### config.mk
export PLATFORM = sky130hd
export DESIGN_NAME = temp_moving_avg_delta_alarm_core
export DESIGN_NICKNAME = d
export VERILOG_FILES = /design/src/design/tmad_pkg.sv /design/src/design/temp_moving_avg_delta_alarm_core.sv /design/src/design/tmad_ctrl.sv /design/src/design/tmad_dp.sv
export SDC_FILE = /design/constraint.sdc
export NUM_CORES = 1
export LEC_CHECK = 0
export BUFFER_PORTS_ARGS = -buffer_cell sky130_fd_sc_hd__buf_2
export CORE_MARGIN = 5
export CORE_UTILIZATION = 45
export CTS_CLUSTER_DIAMETER = 50
export DETAILED_ROUTE_END_ITERATION = 7
export HOLD_SLACK_MARGIN = 0.08
export PLACE_DENSITY = 0.63
export SETUP_SLACK_MARGIN = 0.3
export SYNTH_ARGS = -nofsm -noshare
export SYNTH_HDL_FRONTEND = slang
export SYNTH_SLANG_ARGS = --single-unit
export TNS_END_PERCENT = 1
### constraint.sdc
create_clock -name clk -period 5.1 [get_ports clk]
set_input_delay 0.765 -clock clk [delete_from_list [all_inputs] [get_ports clk]]
set_output_delay 0.765 -clock clk [all_outputs]
set_load 0.02 [all_outputs]
### src/design/tmad_pkg.sv
// ----------------------------------------------------------------------------
// tmad_pkg: shared types and constants
// Fixed field widths, conversion constants, register map, controller states
// and the command/status bundles between controller and datapath.
// ----------------------------------------------------------------------------
`default_nettype none

package tmad_pkg;

  // field widths
  localparam int CODE_W   = 12;
  localparam int TEMP_W   = 17;
  localparam int DELTA_W  = 16;
  localparam int THRESH_W = 16;
  localparam int SLOPE_W  = 16;

  // q8 conversion: temp = offset - ((slope * code) >> 12)
  localparam logic signed [TEMP_W-1:0] OFFSET_Q8 = 17'sd37760;
  localparam logic [SLOPE_W-1:0]       SLOPE_Q8  = 16'd63360;

  // window default
  localparam int WINDOW_DEF = 8;

  // configuration port
  localparam int CFG_DATA_W = 32;
  localparam int CFG_ADDR_W = 3;
  localparam int REG_IDX_W  = CFG_ADDR_W - 2;
  localparam int REG_DELTA_THRESHOLD = 0;
  localparam logic [THRESH_W-1:0] THRESH_RESET = 16'd256;

  typedef enum logic [2:0] {
    ST_IDLE,
    ST_CONV,
    ST_UPD,
    ST_DLOAD,
    ST_DIV,
    ST_AVG,
    ST_FIN
  } tmad_state_t;

  typedef struct packed {
    logic cap;       // latch code, read oldest ring entry
    logic conv;      // code to q8 temperature
    logic upd;       // ring write, sum and count update
    logic dload;     // load divider from sum
    logic div_step;  // one quotient bit
    logic avg_ld;    // apply sign to quotient
    logic fin;       // baseline store or result load
  } tmad_cmd_t;

  typedef struct packed {
    logic div_done;
    logic baseline;
    logic out_busy;
  } tmad_sts_t;

endpackage

`default_nettype wire

### src/design/temp_moving_avg_delta_alarm_core.sv
// ----------------------------------------------------------------------------
// temp_moving_avg_delta_alarm_core: moving-average temperature alarm
// Converts sensor codes to q8 degrees, averages them over a sliding window
// and flags large changes of the average between samples.
// ----------------------------------------------------------------------------
// Each accepted word is one 12-bit adc code. It becomes a signed q8
// temperature (37760 minus 63360*code>>12), enters a ring of WINDOW samples
// and updates a running sum and fill count; the average is the sum divided by
// the fill count, truncated toward zero. The first word after reset only sets
// the baseline and gives no result word. Every later word gives one result:
// the average, the magnitude of its change from the previous average, a
// warning when that change is at or above delta_threshold (register 0, byte
// address 0, reset 256), and a flag when the warning differs from the last
// result's warning. One word at a time is processed: the next word is only
// accepted after the previous one has passed conversion, window update,
// divider load, the restoring divider by the fill count (one quotient bit
// per cycle over the SUM_W = 16 + clog2(WINDOW+1) bits of the running sum),
// the sign step and the final step. A finished result sits in an output
// register, so the next word is taken while it waits; a word only stalls at
// its final step if the previous result has still not been taken.
`default_nettype none

module temp_moving_avg_delta_alarm_core
  import tmad_pkg::*;
#(
  parameter int WINDOW = WINDOW_DEF
) (
  input  wire logic                  clk,
  input  wire logic                  rst_n,
  // input channel
  input  wire logic                  in_valid,
  output logic                       in_stall,
  input  wire logic [CODE_W-1:0]     in_adc_code,
  // result channel
  output logic                       out_valid,
  input  wire logic                  out_stall,
  output logic signed [TEMP_W-1:0]   out_avg_temp,
  output logic [DELTA_W-1:0]         out_abs_delta,
  output logic                       out_warning,
  output logic                       out_state_changed,
  // configuration port
  input  wire logic                  psel,
  input  wire logic                  penable,
  input  wire logic                  pwrite,
  input  wire logic [CFG_ADDR_W-1:0] paddr,
  input  wire logic [CFG_DATA_W-1:0] pwdata,
  output logic [CFG_DATA_W-1:0]      prdata,
  output logic                       pready
);

  tmad_cmd_t           cmd;
  tmad_sts_t           sts;
  logic [THRESH_W-1:0] thresh_r;
  logic                cfg_wr;
  logic                reg_hit;

  // register decode on word index, byte offset ignored
  assign pready  = 1'b1;
  assign cfg_wr  = psel && penable && pwrite && pready;
  assign reg_hit = (paddr[CFG_ADDR_W-1:2] == REG_IDX_W'(REG_DELTA_THRESHOLD));

  always_ff @(posedge clk) begin
    if (!rst_n) begin
      thresh_r <= THRESH_RESET;
    end else if (cfg_wr && reg_hit) begin
      thresh_r <= pwdata[THRESH_W-1:0];
    end
  end

  // readback
  assign prdata = reg_hit ? CFG_DATA_W'(thresh_r) : '0;

  tmad_ctrl u_ctrl (
    .clk      (clk),
    .rst_n    (rst_n),
    .in_valid (in_valid),
    .in_stall (in_stall),
    .sts      (sts),
    .cmd      (cmd)
  );

  tmad_dp #(
    .WINDOW (WINDOW)
  ) u_dp (
    .clk               (clk),
    .rst_n             (rst_n),
    .cmd               (cmd),
    .in_adc_code       (in_adc_code),
    .thresh            (thresh_r),
    .out_stall         (out_stall),
    .out_valid         (out_valid),
    .out_avg_temp      (out_avg_temp),
    .out_abs_delta     (out_abs_delta),
    .out_warning       (out_warning),
    .out_state_changed (out_state_changed),
    .sts               (sts)
  );

  // one word in flight: no back-to-back acceptance
  a_no_back_to_back: assert property (@(posedge clk) disable iff (!rst_n)
    (in_valid && !in_stall) |=> in_stall)
    else $error("word accepted while previous word still in progress");

  // controller issues at most one command per cycle
  a_cmd_onehot: assert property (@(posedge clk) disable iff (!rst_n)
    $onehot0(cmd))
    else $error("more than one datapath command at once");

  // a non-baseline finish always presents a result
  a_fin_gives_result: assert property (@(posedge clk) disable iff (!rst_n)
    (cmd.fin && !sts.baseline) |=> out_valid)
    else $error("result load did not raise out_valid");

  // a result never loads over one that is still stalled
  a_no_overwrite: assert property (@(posedge clk) disable iff (!rst_n)
    (cmd.fin && !sts.baseline) |-> !(out_valid && out_stall))
    else $error("result overwritten while stalled");

endmodule

`default_nettype wire

### src/design/tmad_ctrl.sv
// ----------------------------------------------------------------------------
// tmad_ctrl: sequencing controller
// Steps each accepted word through conversion, window update, division and
// result stages.
// ----------------------------------------------------------------------------
`default_nettype none

module tmad_ctrl
  import tmad_pkg::*;
(
  input  wire logic      clk,
  input  wire logic      rst_n,
  input  wire logic      in_valid,
  output logic           in_stall,
  input  wire tmad_sts_t sts,
  output tmad_cmd_t      cmd
);

  tmad_state_t state_r, state_nxt;

  always_ff @(posedge clk) begin
    if (!rst_n) begin
      state_r <= ST_IDLE;
    end else begin
      state_r <= state_nxt;
    end
  end

  always_comb begin
    state_nxt = state_r;
    unique case (state_r)
      ST_IDLE:  if (in_valid) state_nxt = ST_CONV;
      ST_CONV:  state_nxt = ST_UPD;
      ST_UPD:   state_nxt = ST_DLOAD;
      ST_DLOAD: state_nxt = ST_DIV;
      ST_DIV:   if (sts.div_done) state_nxt = ST_AVG;
      ST_AVG:   state_nxt = ST_FIN;
      ST_FIN:   if (sts.baseline || !sts.out_busy) state_nxt = ST_IDLE;
      default:  state_nxt = ST_IDLE;
    endcase
  end

  always_comb begin
    cmd      = '0;
    in_stall = 1'b1;
    unique case (state_r)
      ST_IDLE: begin
        in_stall = 1'b0;
        cmd.cap  = in_valid;
      end
      ST_CONV:  cmd.conv     = 1'b1;
      ST_UPD:   cmd.upd      = 1'b1;
      ST_DLOAD: cmd.dload    = 1'b1;
      ST_DIV:   cmd.div_step = 1'b1;
      ST_AVG:   cmd.avg_ld   = 1'b1;
      ST_FIN:   cmd.fin      = sts.baseline || !sts.out_busy;
      default:  cmd = '0;
    endcase
  end

endmodule

`default_nettype wire

### src/design/tmad_dp.sv
// ----------------------------------------------------------------------------
// tmad_dp: datapath
// Sample ring, running sum, restoring divider by the fill count, delta
// compare and the output register.
// ----------------------------------------------------------------------------
`default_nettype none

module tmad_dp
  import tmad_pkg::*;
#(
  parameter int WINDOW = WINDOW_DEF
) (
  input  wire logic                       clk,
  input  wire logic                       rst_n,
  input  wire tmad_cmd_t                  cmd,
  input  wire logic [CODE_W-1:0]          in_adc_code,
  input  wire logic [THRESH_W-1:0]        thresh,
  input  wire logic                       out_stall,
  output logic                            out_valid,
  output logic signed [TEMP_W-1:0]        out_avg_temp,
  output logic [DELTA_W-1:0]              out_abs_delta,
  output logic                            out_warning,
  output logic                            out_state_changed,
  output tmad_sts_t                       sts
);

  localparam int CNT_W  = $clog2(WINDOW + 1);
  localparam int POS_W  = (WINDOW > 1) ? $clog2(WINDOW) : 1;
  localparam int SUM_W  = TEMP_W + CNT_W - 1;
  localparam int DCNT_W = $clog2(SUM_W + 1);
  localparam int PROD_W = SLOPE_W + CODE_W;

  // sample ring
  logic signed [TEMP_W-1:0] ring_mem [WINDOW];

  logic [CODE_W-1:0]        code_r;
  logic signed [TEMP_W-1:0] old_r;
  logic signed [TEMP_W-1:0] temp_r;
  logic [POS_W-1:0]         pos_r;
  logic [CNT_W-1:0]         cnt_r;
  logic signed [SUM_W-1:0]  sum_r;
  logic [CNT_W-1:0]         rem_r;
  logic [SUM_W-1:0]         quo_r;
  logic                     neg_r;
  logic [DCNT_W-1:0]        dcnt_r;
  logic signed [TEMP_W-1:0] avg_r;
  logic signed [TEMP_W-1:0] prev_avg_r;
  logic                     prev_warn_r;
  logic                     base_r;
  logic                     out_valid_r;
  logic signed [TEMP_W-1:0] avg_out_r;
  logic [DELTA_W-1:0]       delta_out_r;
  logic                     warn_out_r;
  logic                     chg_out_r;

  logic [PROD_W-1:0]        prod;
  logic signed [TEMP_W-1:0] temp_nxt;
  logic                     full;
  logic signed [SUM_W-1:0]  sum_nxt;
  logic [CNT_W-1:0]         cnt_nxt;
  logic [POS_W-1:0]         pos_nxt;
  logic [SUM_W-1:0]         sum_mag;
  logic [CNT_W:0]           trial;
  logic [CNT_W:0]           trial_sub;
  logic                     trial_ge;
  logic signed [TEMP_W-1:0] quo_s;
  logic signed [TEMP_W-1:0] avg_nxt;
  logic signed [TEMP_W:0]   delta;
  logic [TEMP_W:0]          delta_mag;
  logic [DELTA_W-1:0]       mag;
  logic                     warn;

  // q8 conversion
  assign prod     = PROD_W'(SLOPE_Q8) * PROD_W'(code_r);
  assign temp_nxt = OFFSET_Q8 - signed'({1'b0, prod[PROD_W-1:CODE_W]});

  // window update
  assign full    = (cnt_r == CNT_W'(WINDOW));
  assign sum_nxt = sum_r + signed'(SUM_W'(temp_r))
                   - (full ? signed'(SUM_W'(old_r)) : signed'(SUM_W'(0)));
  assign cnt_nxt = full ? cnt_r : cnt_r + CNT_W'(1);
  assign pos_nxt = (pos_r == POS_W'(WINDOW - 1)) ? '0 : pos_r + POS_W'(1);
  assign sum_mag = sum_r[SUM_W-1] ? SUM_W'(-sum_r) : SUM_W'(sum_r);

  // restoring divider step
  assign trial     = {rem_r, quo_r[SUM_W-1]};
  assign trial_ge  = (trial >= {1'b0, cnt_r});
  assign trial_sub = trial - {1'b0, cnt_r};

  // sign of quotient, truncation toward zero
  assign quo_s   = signed'(quo_r[TEMP_W-1:0]);
  assign avg_nxt = neg_r ? -quo_s : quo_s;

  // delta and alarm
  assign delta     = signed'({avg_r[TEMP_W-1], avg_r})
                     - signed'({prev_avg_r[TEMP_W-1], prev_avg_r});
  assign delta_mag = delta[TEMP_W] ? (TEMP_W + 1)'(-delta) : (TEMP_W + 1)'(delta);
  assign mag       = delta_mag[DELTA_W-1:0];
  assign warn      = (mag >= thresh);

  always_ff @(posedge clk) begin
    if (cmd.cap) begin
      old_r <= ring_mem[pos_r];
    end
    if (cmd.upd) begin
      ring_mem[pos_r] <= temp_r;
    end
  end

  always_ff @(posedge clk) begin
    if (cmd.cap) begin
      code_r <= in_adc_code;
    end
    if (cmd.conv) begin
      temp_r <= temp_nxt;
    end
    if (cmd.dload) begin
      rem_r <= '0;
      quo_r <= sum_mag;
      neg_r <= sum_r[SUM_W-1];
    end else if (cmd.div_step) begin
      rem_r <= trial_ge ? trial_sub[CNT_W-1:0] : trial[CNT_W-1:0];
      quo_r <= {quo_r[SUM_W-2:0], trial_ge};
    end
    if (cmd.avg_ld) begin
      avg_r <= avg_nxt;
    end
    if (cmd.fin && !base_r) begin
      avg_out_r   <= avg_r;
      delta_out_r <= mag;
      warn_out_r  <= warn;
      chg_out_r   <= warn ^ prev_warn_r;
    end
  end

  always_ff @(posedge clk) begin
    if (!rst_n) begin
      pos_r       <= '0;
      cnt_r       <= '0;
      sum_r       <= '0;
      dcnt_r      <= '0;
      prev_avg_r  <= '0;
      prev_warn_r <= 1'b0;
      base_r      <= 1'b1;
      out_valid_r <= 1'b0;
    end else begin
      if (cmd.upd) begin
        pos_r <= pos_nxt;
        cnt_r <= cnt_nxt;
        sum_r <= sum_nxt;
      end
      if (cmd.dload) begin
        dcnt_r <= DCNT_W'(SUM_W);
      end else if (cmd.div_step) begin
        dcnt_r <= dcnt_r - DCNT_W'(1);
      end
      if (cmd.fin) begin
        prev_avg_r <= avg_r;
        if (base_r) begin
          base_r <= 1'b0;
        end else begin
          prev_warn_r <= warn;
        end
      end
      if (cmd.fin && !base_r) begin
        out_valid_r <= 1'b1;
      end else if (!out_stall) begin
        out_valid_r <= 1'b0;
      end
    end
  end

  assign sts.div_done = (dcnt_r == DCNT_W'(1));
  assign sts.baseline = base_r;
  assign sts.out_busy = out_valid_r && out_stall;

  assign out_valid         = out_valid_r;
  assign out_avg_temp      = avg_out_r;
  assign out_abs_delta     = delta_out_r;
  assign out_warning       = warn_out_r;
  assign out_state_changed = chg_out_r;

endmodule

`default_nettype wire

==> summary.txt <==
Worst hold path
  • Worst min-delay path category: input port to flip-flop
  • Cells on Worst Hold Path: 1

Final layout
  • ANT cells: 0
  • Share of layout cells above drive strength 1: 16.3%
  • Filler instances: 3407
  • Area grow syn2layout: 16.9%
  • Post-layout nets: 2012
  • Layout Cells excl Fill: 2331

Route
  • Pre-antenna DRT Iters: 5
  • Routed vias/inst: 5.15
  • DRT iter0 DRCs: 667
  • DR WL/cell: 16.5 um
  • Final ANT Viol Nets: 0
  • Residual DRC count: 0
  • Routed WL: 38600 um
  • Via count: 12000

Synth
  • Average instance area after synthesis: 11.2 um^2
  • FFs w/ async S/R, synth: 0%
  • Post-synth EDFFs: 255
  • Commonest cells in the netlist: edfxtp_1, inv_1, nand2_1
  • Netlist cell types: 75
  • Flops & latches, synth: 330
  • Post-synthesis sequential area ratio: 50.3%
  • Mapped Area: 0.0182 mm^2
  • Post-synth top area share: 42.1%
  • Yosys synthesis warning count: 0
  • Ys flop type: edfxtp_1
  • Yosys top cell by area: edfxtp_1
  • Instance count of the mapped netlist: 1627
  • Largest cells by area after synthesis: edfxtp_1, dfxtp_1, ha_1
  • Most common cell in the netlist: edfxtp_1

Power
  • Peak VDD IR: 0.000725 V
  • Power density cells: 686 mW/mm^2
  • Static leakage: 8.25 nW

Clocking
  • TritonCTS buffer count: 41
  • CTS tree: yes
  • Clock transition at the registers of the reported paths: 0.06 ns
  • Worst-skew pair later-pin latency: 0.55 ns
  • CTS root buffer: clkbuf_16
  • Max clock buf depth: 3
  • Hold buffers post-CTS: 0
  • H-tree depth: 2
  • Clock Sinks: 330

Setup path
  • Worst Setup End Kind: flip-flop
  • Crit Path Max Fanout: 4
  • Cells on worst reg2reg path: 17
  • RR Startpoint: u_dp.code_r[3]$_DFFE_PP_
  • Arr. time, crit path: 5.42 ns
  • R2r endpoint: u_dp.temp_r[15]$_DFFE_PP_
  • CP endpoint: u_dp.temp_r[15]$_DFFE_PP_
  • Required @ worst endpoint: 5.40 ns
  • Crit path launch type: flip-flop
  • Reg2Reg Setup Slack: -0.02 ns
  • Setup crit start: u_dp.code_r[3]$_DFFE_PP_
  • WS Path Type: flip-flop to flip-flop

Timing
  • Final Hold Vio Count: 0
  • Slack of the critical path: -0.0225 ns
  • Worst-margin pin slew: 1.12 ns
  • Skew final: 0.0138 ns
  • Minimum clock period: 5.12 ns
  • Fmax achieved: 0.195 GHz
  • Setup_tns: -0.0241 ns
  • Setup violators final: 2
  • Relative slew slack: 25.5%
  • RSZ-0062 raised after global routing: yes
  • Tcrit/Tclk final: 100%
  • Slew Viols, Final: 0

GRT
  • First-pass GRT wire length: 61400 um
  • Initial antenna violation count: 0
  • Largest net degree at the start of global routing: 42
  • Number of global-route vias before repair: 11800
  • Gr ovfl total: 0
  • Gr usage total: 17.1%

Floorplanning
  • Area of the die: 0.0446 mm^2
  • IO Count: 124
  • Core area: 0.0399 mm^2
  • Die Height: 211 um
  • Die width: 211 um
  • Initial Utilization: 45.6%
  • Row cnt: 73

Outcome
  • Failing checks: negative setup slack
  • Status: finished with violations

Placement
  • Placed cells: 2218
  • Port bufs: 88
  • GPL Wtd Cong: 0.801
  • DP Wirelength: 27200 um
  • Place WS: -0.0711 ns

Job
  • Max-Cap Viols: 0
[power breakdown]
part	internal, mW	switching [mW]
combinational	3.81	4.07
sequential	3.53	0.288
clock	1.76	1.14
[logic make-up after synthesis]
kind of cell | after synthesis | synth area share (%)
other cells | 2 | 0.0413
simple gates | 396 | 10.5
xor+xnor | 112 | 5.39
flops | 330 | 50.3
mux | 5 | 0.289
fa+ha+maj | 185 | 15.6
compound gates | 331 | 12.0
buf+inv | 266 | 5.88
[sequential cells by signal (all words and copies together), names as in the netlist, 5 cells and up]
signal / cells
u_dp.ring_mem: 136
u_dp.quo_r: 20
u_dp.sum_r: 20
u_dp.avg_r: 17
u_dp.old_r: 17
u_dp.out_avg_temp: 17
u_dp.prev_avg_r: 17
u_dp.temp_r: 17
thresh_r: 16
u_dp.out_abs_delta: 16
u_dp.code_r: 12
u_dp.dcnt_r: 5
[layer usage]
metal	vias to the layer above	GRT usage, %	wire length, um
met1	5770	21.5	16500
met2	223	30.6	19600
met5	-	0	0
met3	49	2.66	1730
li1	5958	-	-
met4	0	4.74	747
[layout by cell type (no fill, tap or decap), types with 6 or more instances in the layout]
cell	n
a211oi_1	9
a21o_1	17
a21oi_1	85
a21oi_2	8
a22oi_1	68
and2_1	30
and3_1	7
buf_2	88
buf_4	60
clkbuf_1	7
clkbuf_16	44
conb_1	17
dfxtp_1	75
edfxtp_1	255
fa_1	62
fa_2	8
ha_1	107
ha_4	8
inv_1	196
inv_2	6
nand2_1	163
nand2b_1	9
nand3_1	13
nand4_1	26
nor2_1	67
nor2b_1	15
nor3_1	10
o21a_1	11
o21ai_0	61
o21bai_1	6
o31ai_1	11
or3_1	9
xnor2_1	75
xor2_1	33
[repair_timing]
action,4_1_cts,5_1_grt
endpoints found under the setup margin,13,15
setup buffers,14,23
pin swaps,5,47
gates resized for setup,11,42
[stage by stage]
step / util [%] / total power [mW] / cell area, um^2 / hold slack, ns
2_1_floorplan: - / 8.95 / 18300 / 0.426
3_3_place_gp: 48.6 / 10.7 / 19400 / 0.443
3_5_place_dp: 48.6 / 10.8 / 19400 / 0.447
4_1_cts: 52.4 / 14.0 / 20900 / 0.353
5_1_grt: 53.3 / 15.7 / 21300 / 0.369
6_report: 53.3 / 14.6 / 21300 / 0.391
[critical path, cell delays in order, from the launching register on]
cell and delay (ns):
edfxtp_1 0.48, buf_6 0.18, fa_2 0.47, fa_1 0.52, fa_1 0.55, inv_1 0.05, fa_1 0.52, inv_2 0.05
ha_4 0.22, and2_4 0.13, buf_4 0.13, a32o_2 0.26, or2_1 0.23, and4_4 0.16, or4_4 0.51, a21boi_4 0.20
nor3_2 0.07, xnor2_1 0.13
[how the worst min path moves through the flow]
stage | start | to | slack (ns)
2_1_floorplan | u_dp.rem_r[3]$_SDFFE_PP0P_ | u_dp.rem_r[3]$_SDFFE_PP0P_ | 0.43
3_3_place_gp | u_dp.prev_avg_r[2]$_SDFFE_PN0P_ | u_dp.prev_avg_r[2]$_SDFFE_PN0P_ | 0.44
3_5_place_dp | u_dp.prev_avg_r[12]$_SDFFE_PN0P_ | u_dp.prev_avg_r[12]$_SDFFE_PN0P_ | 0.45
4_1_cts | in_adc_code[10] | u_dp.code_r[10]$_DFFE_PP_ | 0.35
5_1_grt | in_adc_code[9] | u_dp.code_r[9]$_DFFE_PP_ | 0.37
6_report | in_adc_code[10] | u_dp.code_r[10]$_DFFE_PP_ | 0.39
[final cells by class]
type / instances / area [um^2] / area share, %
Timing Repair Buffer: 152 / 936 / 4.40
Multi-Input combinational cell: 1046 / 8390 / 39.4
Inverter: 202 / 758 / 3.56
Clock inverter: 24 / 233 / 1.09
Sequential cell: 330 / 9160 / 43.0
Clock buffer: 52 / 1140 / 5.36
Tap cell: 525 / 657 / 3.09
Note: power is estimated with default switching activity, not from simulation.
